===== src/hw/rtl/assert_macros.svh =====
// Assertion helpers for the RTL files; capsule_surface_clamp.sv includes them.
`ifndef ASSERT_MACROS_SVH
`define ASSERT_MACROS_SVH

// Generic form: label, clock, active-low reset, property, message.
`define CSC_ASSERT_ON(lbl, clk, rstn, prop, msg) \
    lbl: assert property (@(posedge clk) disable iff (!rstn) prop) else $error(msg);

// Short form for modules clocked by aclk and reset by aresetn.
`define CSC_ASSERT(lbl, prop, msg) `CSC_ASSERT_ON(lbl, aclk, aresetn, prop, msg)

`endif


===== src/hw/rtl/csc_pkg.sv =====
`default_nettype none
package csc_pkg;

    localparam int SqSteps  = 33;
    localparam int DivSteps = 34;
    localparam int CfgIdxW  = 3;

    localparam logic [CfgIdxW-1:0] CFG_AXIS_X = 3'd0;
    localparam logic [CfgIdxW-1:0] CFG_AXIS_Y = 3'd1;
    localparam logic [CfgIdxW-1:0] CFG_AXIS_Z = 3'd2;
    localparam logic [CfgIdxW-1:0] CFG_LENGTH = 3'd3;
    localparam logic [CfgIdxW-1:0] CFG_TUBE   = 3'd4;
    localparam logic [CfgIdxW-1:0] CFG_SLACK  = 3'd5;

    typedef struct packed {
        logic signed [31:0] axis_x;
        logic signed [31:0] axis_y;
        logic signed [31:0] axis_z;
        logic [30:0]        axis_len;
        logic [30:0]        tube;
        logic [30:0]        slack;
    } cfg_t;

    // Nearest axis point and original centre.
    typedef struct packed {
        logic signed [32:0] cx;
        logic signed [32:0] cy;
        logic signed [32:0] cz;
        logic signed [31:0] x;
        logic signed [31:0] y;
        logic signed [31:0] z;
    } pos_t;

    // Sideband that rides along with the square root.
    typedef struct packed {
        pos_t             pos;
        logic [2:0]       sneg;
        logic [2:0][62:0] prod;
        logic             viol;
        logic             zero;
    } side_t;

    // Sideband that rides along with the dividers.
    typedef struct packed {
        pos_t        pos;
        logic [2:0]  sneg;
        logic        viol;
        logic        zero;
        logic [32:0] root_dist;
    } dside_t;

    typedef struct packed {
        logic signed [31:0] new_x;
        logic signed [31:0] new_y;
        logic signed [31:0] new_z;
        logic               moved;
        logic               violation;
        logic               degenerate;
        logic [30:0]        axis_distance;
        logic signed [31:0] tip_distance;
    } res_t;

endpackage
`default_nettype wire


===== src/hw/rtl/csc_out.sv =====
`default_nettype none
module csc_out (
    input  wire logic            aclk,
    input  wire logic            aresetn,
    input  wire logic            en,
    input  wire logic            in_valid,
    input  wire logic [2:0][33:0] quo,
    input  wire logic [2:0]      ovf,
    input  wire csc_pkg::dside_t dside,
    input  wire csc_pkg::cfg_t   cfg,
    output logic                 out_valid,
    output csc_pkg::res_t        res
);

    // A value fits in 32 signed bits when its top six bits all agree.
    function automatic logic signed [31:0] sat32(input logic signed [36:0] v);
        logic signed [31:0] r;
        if ((&v[36:31]) || !(|v[36:31])) begin
            r = v[31:0];
        end else begin
            r = v[36] ? 32'sh8000_0000 : 32'sh7fff_ffff;
        end
        return r;
    endfunction

    logic                    f1_valid_reg, f2_valid_reg;
    csc_pkg::res_t           f1_next, f1_reg, f2_next, f2_reg;
    logic [2:0][32:0]        cpt;
    logic [2:0][31:0]        orig;
    logic [2:0][31:0]        npt;
    logic [34:0]             qe;
    logic signed [35:0]      sv;
    logic signed [36:0]      sum, tip;
    logic                    moved;

    always_comb begin
        cpt  = {dside.pos.cz, dside.pos.cy, dside.pos.cx};
        orig = {dside.pos.z, dside.pos.y, dside.pos.x};
        moved = dside.viol && !dside.zero;
        for (int l = 0; l < 3; l++) begin
            qe  = ovf[l] ? {1'b1, 34'b0} : {1'b0, quo[l]};
            sv  = dside.sneg[l] ? -$signed({1'b0, qe}) : $signed({1'b0, qe});
            sum = $signed({{4{cpt[l][32]}}, cpt[l]}) + $signed({sv[35], sv});
            npt[l] = moved ? sat32(sum) : orig[l];
        end
        f1_next.new_x         = npt[0];
        f1_next.new_y         = npt[1];
        f1_next.new_z         = npt[2];
        f1_next.moved         = moved;
        f1_next.violation     = dside.viol;
        f1_next.degenerate    = dside.viol && dside.zero;
        f1_next.axis_distance = (|dside.root_dist[32:31]) ? '1 : dside.root_dist[30:0];
        f1_next.tip_distance  = '0;
    end

    always_comb begin
        f2_next = f1_reg;
        tip = $signed({6'b0, cfg.axis_len}) + $signed({6'b0, cfg.tube})
            - $signed({{5{f1_reg.new_x[31]}}, f1_reg.new_x});
        f2_next.tip_distance = sat32(tip);
    end

    always_ff @(posedge aclk) begin
        if (!aresetn) begin
            f1_valid_reg <= 1'b0;
            f2_valid_reg <= 1'b0;
        end else if (en) begin
            f1_valid_reg <= in_valid;
            f2_valid_reg <= f1_valid_reg;
        end
    end

    always_ff @(posedge aclk) begin
        if (en) begin
            f1_reg <= f1_next;
            f2_reg <= f2_next;
        end
    end

    assign out_valid = f2_valid_reg;
    assign res       = f2_reg;

endmodule
`default_nettype wire


===== config.mk =====
export PLATFORM = sky130hd
export DESIGN_NAME = csc_out
export DESIGN_NICKNAME = d
export VERILOG_FILES = /design/src/hw/rtl/assert_macros.svh /design/src/hw/rtl/csc_pkg.sv /design/src/hw/rtl/csc_out.sv
export SDC_FILE = /design/constraint.sdc
export NUM_CORES = 1
export LEC_CHECK = 0
export BUFFER_PORTS_ARGS = -buffer_cell sky130_fd_sc_hd__buf_2
export CAP_MARGIN = 20
export CORE_AREA = 2 2 269 271
export CTS_CLUSTER_DIAMETER = 60
export DETAILED_ROUTE_END_ITERATION = 10
export DIE_AREA = 0 0 271 273
export RECOVER_POWER = 25
export REMOVE_ABC_BUFFERS = 1
export SYNTH_ARGS = -nofsm -noshare
export SYNTH_HDL_FRONTEND = slang
export SYNTH_SLANG_ARGS = --single-unit

===== constraint.sdc =====
create_clock -name aclk -period 6 [get_ports aclk]
set_input_delay 0.6 -clock aclk [delete_from_list [all_inputs] [get_ports aclk]]
set_output_delay 0.6 -clock aclk [all_outputs]
set_load 0.05 [all_outputs]

; Word-level counts from Yosys, hierarchy flattened
; Index checks and enable logic that the tools add are counted.
[totals]
reg_bits = 294
in_bits = 531
elab_cells = 62
[op_classes]
n_addsub = 8
mux = 17
n_reduce_logical = 20
[op_table]
columns = operator, count
row1 = two-way mux 32 bit, 11
row2 = adder 33 x 36 -> 37 bit, 3
row3 = two-way mux 36 bit, 3
row4 = negation 35 -> 36 bit, 3
row5 = two-way mux 35 bit, 3
row6 = subtractor 33 x 32 -> 34 bit, 1
row7 = adder 31 x 31 -> 32 bit, 1
row8 = AND reduction 6 bit, 4
row9 = OR reduction 6 bit, 4
row10 = zero test 1 bit, 5
row11 = logical OR 1 bit, 4
row12 = logical AND 1 bit, 2
row13 = OR reduction 2 bit, 1

; Depth between registers and ports, before layout
; Gate-level depths: netlist (run 1).
[logic_depth]
depth_word = 9
ltp_mapped = 28

; Least setup slack after synthesis (run 1)
; No wires, ideal clock.
[synth_path]
path_type = input-to-reg
startpoint = input ovf[0]
endpoint = register f1_reg[150] (netlist name), data pin
setup_ns = 0.271
arrival_time_ns = 5.517
required_time_ns = 5.729
path_slack_ns = 0.212
stages = 26
path_buffers = 4
path_cell_list = clkbuf_1 clkinv_1 clkbuf_1 nand2_1 ha_1 o21ai_0 or3_1 clkbuf_1 nor2_1 o21ai_0 and2_1 a21oi_1 a21boi_0 a31oi_1 ha_1 inv_1 nor4_1 and3_1 a221oi_1 o311ai_0 nor2_1 xnor2_1 or3_1 o21ai_1 buf_1 o22ai_1
[synth_rtl]
columns = element, line
row1 = start: declaration, csc_out.sv:8  ; input wire logic [2:0] ovf,
row2 = end signal: assignment, csc_out.sv:75  ; f1_reg <= f1_next;
row3 = end: declaration, csc_out.sv:27  ; csc_pkg::res_t f1_next, f1_reg, f2_next, f2_reg;

==> results of run 1 <==
==> kinds of logic after synthesis <==
| kind of cell | synth area share, % |
|---|---|
| AND/OR/NAND/NOR | 14.8 |
| buffers and inverters | 3.14 |
| AO/OA/AOI/OAI | 23.3 |
| adder cells (fa/ha/maj) | 10.6 |
| flip-flops | 39.4 |
| XOR/XNOR | 8.45 |
| multiplexers | 0.319 |
==> Yosys cell counts (28+ instances only) <==
cell | count | area [um^2]
xor2_1 | 80 | 701
clkbuf_1 | 67 | 251
nand2_1 | 125 | 469
xnor2_1 | 136 | 1190
nand2b_1 | 28 | 175
nor2_1 | 241 | 905
nor3_1 | 51 | 255
nand3_1 | 39 | 195
inv_1 | 90 | 338
o21bai_1 | 28 | 210
or3_1 | 49 | 307
ha_1 | 181 | 2260
edfxtp_1 | 292 | 8770
o21a_1 | 31 | 233
a21o_1 | 87 | 653
a221o_1 | 36 | 360
o21ai_0 | 155 | 776
nor2b_1 | 55 | 344
o22ai_1 | 31 | 194
a21oi_1 | 204 | 1020
a31oi_1 | 37 | 231
o31ai_1 | 28 | 210
==> worst min path at each step <==
stage / end / slack, ns
final: f1_valid_reg$_SDFFE_PN0P_ / 0.26
after global routing: f1_reg[58]$_SDFFCE_PP1P_ / 0.25
after global placement: res[61]$_DFFE_PP_ / 0.40
after detailed placement: res[104]$_DFFE_PP_ / 0.40
after CTS: f1_reg[64]$_DFFE_PP_ / 0.20
after floorplan: res[100]$_DFFE_PP_ / 0.40
==> per-stage QoR <==
step	setup slack, ns	util [%]
after global routing	0.198	39.9
after CTS	0.514	39.9
final	0.579	39.9
after detailed placement	-0.0473	37.8
after floorplan	-0.0748	-
after global placement	0.00730	37.8
==> where the power goes <==
part	leakage [nW]	internal [mW]	total [mW]	switching, mW
Clock	0.719	1.66	2.68	1.02
Combinational	8.53	1.24	3.37	2.12
Sequential	2.88	2.62	2.71	0.0910
==> layer usage <==
layer,global-route usage (%),part of all wire (%),vias up
li1,-,-,10100
met1,25.5,43,9467
met2,32.6,45,594
met3,7.47,9.1,150
met4,5.73,2.4,52
met5,0,0.42,-
==> worst max-delay path, delay by kind of cell <==
family	cells	cell delay (ns)
AND/OR/NAND/NOR	4	0.51
buffers and inverters	4	0.53
multiplexers	1	0.26
adder cells (fa/ha/maj)	3	0.94
AO/OA/AOI/OAI	12	2.83
XOR/XNOR	1	0.12
==> cell type report <==
cell class,instances,area share (%)
multi-input combinational,1888,45.4
sequential,294,31.1
timing repair buffer,649,12.6
tap,950,4.19
clock buffer,44,3.73
clock inverter,31,1.57
inverter,91,1.21
antenna,20,0.176
==> results.md, run 1 <==
- Crit. End Element: flop
- Commonest non-fill, non-tap cell in the layout: buf_2
- Clk slew on worst S/H paths: 0.06 ns
- Crit path max-delay cell type: fa_1
- Post-route cell area: 28400 um^2
- Detailed placement HPWL: 63.7 mm
- First drt pass iteration count: 5
- CTS Buf Count: 42
- Hold path depth: 2
- Pins Over Slew Limit: 69
- Die ar.: 74000 um^2
- Synthesis-to-layout area growth: 26.7%
- Crit path launch: cfg[62]
- Worst r2r src: f1_reg[130]$_DFFE_PP_
- Top Ports: 694
- Dpl cell area: 26800 um^2
- Max cap viols: 1
- Tmin final: 5.42 ns
- Multi-input gate area: 12900 um^2
- Final setup violating endpoints: 0
- Static Leakage: 12.1 nW
- Worst hold path class: input pin to flop
- RSZ-0062 raised after global routing: no
- Worst R2R End: res[13]$_DFFE_PP_
- Number of hold buffers added after CTS: 0
- Height of the die: 273 um
- Final nets: 3683
- Number of global-route vias before repair: 19500
- Total GRT Usage: 20.3%
- Initial Util: 31.5%
- Core area: 71000 um^2
- CP max stage delay: 0.42 ns
- Later-pin clock latency in the skew report: 0.58 ns
- Placed instance count: 3872
- Sink Count: 294
- Post-synth EDFFs: 292
- Vias per cell: 5.15
- Hold Violations, Final: 0
- Failing checks: capacitance limit, slew limit
- Number of port buffers: 566
- Syn avg cell area: 9.48 um^2
- Crit path top cell by count: nor2b_1
- Crit Path Class: input pin to flop
- GRT overflow: 0
- Async SR Flop Fraction: 0%
- H-Tree Level Count: 2
- Synth cell types: 87
- DR iter-0 viols: 1181
- CTS tree: done
- Max reg flops: 162
- Commonest cells after routing, fill and taps aside: buf_2 (563), edfxtp_1 (292), nor2_1 (241)
- Largest net degree at the start of global routing: 162
- Worst slew pin tran: 4.16 ns
- F_max: 184 MHz
- Worst rel slew slack: -178%
- Power, Total: 8.75 mW
- Post-Syn Area: 22400 um^2
- Top_reg_cell synth: edfxtp_1
- WL final: 78.3 mm
- Worst Path Max Fanout: 31
- Peak VDD IR: 0.210 mV
- Horiz. Die Dim: 271 um
- Post-CTS Setup Repair Bufs: 0
- Worst Setup Start Kind: input pin
- Synth warn: 0
- Layout cells sized above 1: 25.3%
- Vias: 20400
- Seq. cell area: 8810 um^2
- Cells after synthesis: 2360
- Hold wc startpoint: aresetn
- First-pass GRT wire length: 116 mm
- Post-route DRC: 0
- Root Buffer: clkbuf_16
- CP endpoint: res[13]$_DFFE_PP_
- PwrDens: 309 nW/um^2
- Outcome: finished with violations
- Antenna Violating Nets Remaining: 0
- WHS: 0.260 ns
- Cell Rows: 98
- GPL Wtd Cong: 0.952
- Fin crit share: 90.3%
- Synthesis-stage register bit count: 294
- Total negative slack: 0 ns
- Initial antenna violation count: 53
- Seq/Total Area, Yosys: 39.4%
- Post-cts resize count: 0
- Wire length per cell: 19.7 um
- Layout Cells excl Fill: 3967
- Clock skew: 0.0202 ns
- Worst EP required: 6.39 ns
- Fill cells: 7116
- R2R setup slack: 1.98 ns
- Worst EP arrival: 5.81 ns
- Clock tree buffer depth: 3
- Worst-case reg-to-reg path depth: 15
Note: power is estimated with default switching activity, not from simulation.
==> run 2, diff against run 1 <==
- CORE_AREA: 2 2 269 271 -> 2 2 270 272
- DIE_AREA: 0 0 271 273 -> 0 0 272 274
- clock period: 6 -> 6.4 ns (I/O delays scaled with it)
==> run 2 against run 1 <==
  * Count of clock-buffer cells in the layout up 6
  * Via count down 0.42%
  * Largest cell class unchanged
  * Clock skew fell by 0.0019 ns
  * Highest routed layer unchanged
  * Sequential cell count is the same
  * Final area is 1.5% lower
  * Critical path type unchanged
  * The flow still finishes with violations (capacitance limit, slew limit)
  * Core utilization fell by 1.1 points
  * Largest power group unchanged
==> results.md, run 2 (same netlist as run 1, synthesis figures left out) <==
- Number of hold buffers added after CTS: 0
- Post-CTS Setup Repair Bufs: 0
- Worst EP arrival: 6.17 ns
- Synthesis-to-layout area growth: 24.9%
- Cell Rows: 99
- Placed instance count: 3839
- H-Tree Level Count: 2
- Total GRT Usage: 20.0%
- PwrDens: 284 nW/um^2
- Hold path depth: 2
- Worst Setup Start Kind: input pin
- Final setup violating endpoints: 0
- CTS tree: done
- Crit Path Class: input pin to flop
- Worst Path Max Fanout: 31
- Top Ports: 694
- Seq pwr share: 32.0%
- Core area: 72000 um^2
- Int Pwr: 4.93 mW
- Commonest cells after routing, fill and taps aside: buf_2 (564), edfxtp_1 (292), nor2_1 (241)
- Max cap viols: 1
- Static Leakage: 11.9 nW
- Later-pin clock latency in the skew report: 0.57 ns
- Failing checks: capacitance limit, slew limit
- Largest net degree at the start of global routing: 162
- Sw power: 3.02 mW
- Bufs and invs on worst path: 3
- Worst slew pin tran: 3.78 ns
- Number of global-route vias before repair: 19300
- Hold wc startpoint: aresetn
- Vias: 20300
- Final nets: 3642
- Number of port buffers: 566
- Outcome: finished with violations
- DR iter-0 viols: 1368
- First-pass GRT wire length: 114 mm
- Post-route DRC: 0
- GRT overflow: 0
- Clock share of power: 29.0%
- Antenna Violating Nets Remaining: 0
- Fill cells: 7282
- Layout cells sized above 1: 24.2%
- Max reg flops: 162
- Wire length per cell: 19.8 um
- Horiz. Die Dim: 272 um
- Pins Over Slew Limit: 63
- Layout Cells excl Fill: 3944
- Peak VDD IR: 0.192 mV
- Root Buffer: clkbuf_16
- CTS Buf Count: 43
- Crit. End Element: flop
- Post-cts resize count: 0
- Tmin final: 5.88 ns
- Height of the die: 274 um
- Crit path launch: cfg[62]
- Initial Util: 31.1%
- CP delay by family, top: compound AO/OA/AOI/OAI gates
- Detailed placement HPWL: 63.7 mm
- Clk slew on worst S/H paths: 0.06 ns
- GPL Wtd Cong: 0.940
- Worst-case reg-to-reg path depth: 14
- Clock tree buffer depth: 3
- Critical path depth in cells: 25
- Worst r2r src: f1_reg[131]$_DFFE_PP_
- Hold Violations, Final: 0
- RSZ-0062 raised after global routing: no
- Comb power frac: 39.0%
- Worst hold path class: input pin to flop
- Initial antenna violation count: 55
- Sink Count: 294
- Die ar.: 74500 um^2
- Worst rel slew slack: -152%
- First drt pass iteration count: 5
- Net Sw Frac: 38.0%
- WHS: 0.297 ns
- Clock skew: 0.0183 ns
- WL final: 78.1 mm
- Commonest non-fill, non-tap cell in the layout: buf_2
- Worst EP required: 6.69 ns
- Total negative slack: 0 ns
- F_max: 170 MHz
- Vias per cell: 5.15
- Crit path max-delay cell type: a311oi_1
- Fin crit share: 91.8%
- CP max stage delay: 0.59 ns
[run 2: power groups by stage]
stage               combinational [mW]  sequential (mW)  clock [mW]
floorplan                         1.67             3.08           0
global placement                  3.08             2.58           0
detailed placement                3.09             2.58           0
CTS                               3.11             2.54        2.37
global route                      3.39             2.56        2.45
finish                            3.10             2.54        2.31
[run 2: path summary, 6_finish.rpt]
kind / to / slack [ns]
worst max-delay path: res[21]$_DFFE_PP_ / 0.52
worst max register to register: res[21]$_DFFE_PP_ / 2.29
worst min register to register: res[95]$_DFFE_PP_ / 0.42
worst min-delay path: f1_valid_reg$_SDFFE_PN0P_ / 0.30
[run 2: layout make-up]
type,instances,area (um^2),area share (%)
Timing Repair Buffer,607,3240,11.6
Clock inverter,30,293,1.05
Multi-Input combinational cell,1888,12900,46.2
Clock buffer,50,1100,3.94
Sequential cell,294,8810,31.5
Tap cell,959,1200,4.29
Inverter,91,343,1.23
Antenna cell,25,62.6,0.224
[run 2: metrics by stage]
stage	cell area, um^2	utilization (%)	worst slack, ns	power (mW)
after floorplan	22000	-	0.285	4.74
after global placement	26500	36.8	0.0536	5.66
after detailed placement	26500	36.8	0.00461	5.67
after CTS	27900	38.8	0.576	8.02
after global routing	27900	38.8	0.118	8.40
final	27900	38.8	0.523	7.94
[run 2: layer usage]
metal	share of wire [%]	GRT usage [%]	up-vias	wire length, um
li1	-	-	10100	-
met1	43	25.3	9417	33500
met2	45	32.1	633	35300
met3	9.1	7.00	139	7070
met4	2.4	5.64	50	1900
met5	0.41	0	-	317
==> run 3, diff against run 2 <==
- CELL_PAD_IN_SITES_DETAIL_PLACEMENT: unset -> 1
- CELL_PAD_IN_SITES_GLOBAL_PLACEMENT: unset -> 2
- CORE_AREA: 2 2 270 272 -> 2 2 268 270
- DIE_AREA: 0 0 272 274 -> 0 0 270 272
- PLACE_DENSITY_LB_ADDON: unset -> 0.1
==> run 3 against run 2 <==
  * The run still ends with capacitance limit, slew limit left
  * Critical path depth is 3 lower
  * Clock skew increased by 0.0055 ns
  * Core utilization grew 0.55 points
  * Cell count fell by 0.48%
  * First-iteration DRC count shrank 36%
  * Combinational power increased by 2%
  * Final area decreased by 0.31%
  * Critical path type unchanged
==> results.md, run 3 (same netlist as run 1, synthesis figures left out) <==
- Outcome: finished with violations
- Failing checks: capacitance limit, slew limit
- Hold Violations, Final: 0
- Worst slew pin tran: 5.42 ns
- Antenna Violating Nets Remaining: 0
- First drt pass iteration count: 5
- Net Sw Frac: 38.1%
- Worst setup margin: 0.809 ns
- Crit path top cell by count: a21o_1
- Commonest cells after routing, fill and taps aside: buf_2 (563), edfxtp_1 (292), nor2_1 (241)
- Top Ports: 694
- Comb power frac: 39.7%
- Worst path cell trace: buf_2 > ha_1 > a21o_1 > a211oi_1 > o21ai_0 > nor2b_1 > a21o_1 > a21o_1 > nand2_1 > nand2_1 > xor2_1 > ha_1 > a2111oi_0 > a2111o_1 > a21o_2 > a211oi_2 > a221o_1 > a211o_1 > mux2_2 > a22o_1 > buf_12 > o31ai_1
- Post-cts resize count: 0
- Synthesis-to-layout area growth: 24.5%
- CP max stage delay: 0.62 ns
- Detailed placement HPWL: 68.2 mm
- Fill cells: 8316
- Tmin final: 5.59 ns
- R2R setup slack: 2.30 ns
- Number of global-route vias before repair: 21100
- Post-route cell area: 27900 um^2
- Clock share of power: 28.2%
- Seq pwr share: 32.0%
- Crit path max-delay cell type: a2111oi_0
- Peak VDD IR: 0.184 mV
- Static Leakage: 11.9 nW
- DR iter-0 viols: 877
- Worst EP required: 6.78 ns
- Largest net degree at the start of global routing: 139
- GPL Wtd Cong: 0.882
- Number of port buffers: 566
- Fin crit share: 87.4%
- Post-CTS Setup Repair Bufs: 0
- Int Pwr: 4.92 mW
- DP Worst Slack: 0.204 ns
- Vias per cell: 5.22
- Pins Over Slew Limit: 93
- Post-route DRC: 0
- Root Buffer: clkbuf_16
- PwrDens: 285 nW/um^2
- Crit Path Class: input pin to flop
- Number of hold buffers added after CTS: 0
- Core area: 70800 um^2
- Commonest non-fill, non-tap cell in the layout: buf_2
- Initial Util: 31.6%
- Worst Setup Start Kind: input pin
- Final nets: 3639
- Dpl cell area: 26500 um^2
- Initial antenna violation count: 62
- WL final: 82.5 mm
- Max reg flops: 162
- Seq. cell area: 8810 um^2
- CTS Buf Count: 40
- Clock skew: 0.0238 ns
- Total negative slack: 0 ns
- Multi-input gate area: 12900 um^2
- Worst rel slew slack: -261%
- First-pass GRT wire length: 124 mm
- Worst Path Max Fanout: 31
- Final setup violating endpoints: 0
- Later-pin clock latency in the skew report: 0.57 ns
- Height of the die: 272 um
- Worst hold path class: input pin to flop
- Clk slew on worst S/H paths: 0.06 ns
- Total GRT Usage: 21.7%
- GRT overflow: 0
- Horiz. Die Dim: 270 um
- Clock tree buffer depth: 3
- Cell Rows: 98
- Sink Count: 294
- H-Tree Level Count: 2
- F_max: 179 MHz
- Die ar.: 73400 um^2
- Layout cells sized above 1: 24.1%
- CTS tree: done
- Wire length per cell: 21.0 um
- Crit. End Element: flop
- Worst EP arrival: 5.98 ns
- Vias: 20500
- Max cap viols: 1
- Sw power: 3.02 mW
- RSZ-0062 raised after global routing: no
-- run 3: metrics by stage --
stage | power [mW] | hold slack [ns] | instances | utilization, %
floorplan | 4.74 | 0.400 | 2273 | -
detailed placement | 5.74 | 0.405 | 3830 | 37.4
global placement | 5.68 | 0.401 | 3830 | 37.4
finish | 7.94 | 0.313 | 3925 | 39.4
CTS | 8.02 | 0.273 | 3902 | 39.3
global route | 8.41 | 0.289 | 3915 | 39.3
-- run 3: power by group through the flow --
stage / Sequential [mW] / Clock [mW] / Combinational [mW]
5_1_grt: 2.56 / 2.39 / 3.46
6_report: 2.54 / 2.24 / 3.15
3_3_place_gp: 2.57 / 0 / 3.11
2_1_floorplan: 3.08 / 0 / 1.67
4_1_cts: 2.54 / 2.31 / 3.17
3_5_place_dp: 2.58 / 0 / 3.16
-- run 3: final cells by class --
class                           instances  share of cell area, %
Inverter                               91                   1.23
Clock inverter                         26                   1.16
Timing Repair Buffer                  607                   11.6
Multi-Input combinational cell       1888                   46.3
Antenna cell                           23                  0.207
Tap cell                              950                   4.27
Sequential cell                       294                   31.6
Clock buffer                           46                   3.67
-- run 3: worst max-delay path: cells and delay by family --
| family | cells | cell delay (ns) |
|---|---|---|
| mux | 1 | 0.26 |
| fa+ha+maj | 2 | 0.64 |
| compound gates | 13 | 3.57 |
| simple gates | 3 | 0.35 |
| xor+xnor | 1 | 0.23 |
| buf+inv | 2 | 0.28 |
-- run 3: final timing paths --
kind | start | end | cells past startpoint
hold reg to reg | f1_reg[104]$_DFFE_PP_ | res[104]$_DFFE_PP_ | 0
setup / recovery | cfg[32] | res[13]$_DFFE_PP_ | 22
hold / removal | aresetn | out_valid$_SDFFE_PN0P_ | 2
setup reg to reg | f1_reg[130]$_DFFE_PP_ | res[13]$_DFFE_PP_ | 15
-- run 3: metal layers --
| layer | track usage [%] | share of wire (%) |
|---|---|---|
| met5 | 0 | 0.34 |
| met4 | 5.86 | 2.3 |
| met3 | 7.00 | 8.1 |
| met2 | 35.1 | 46 |
| met1 | 27.7 | 43 |
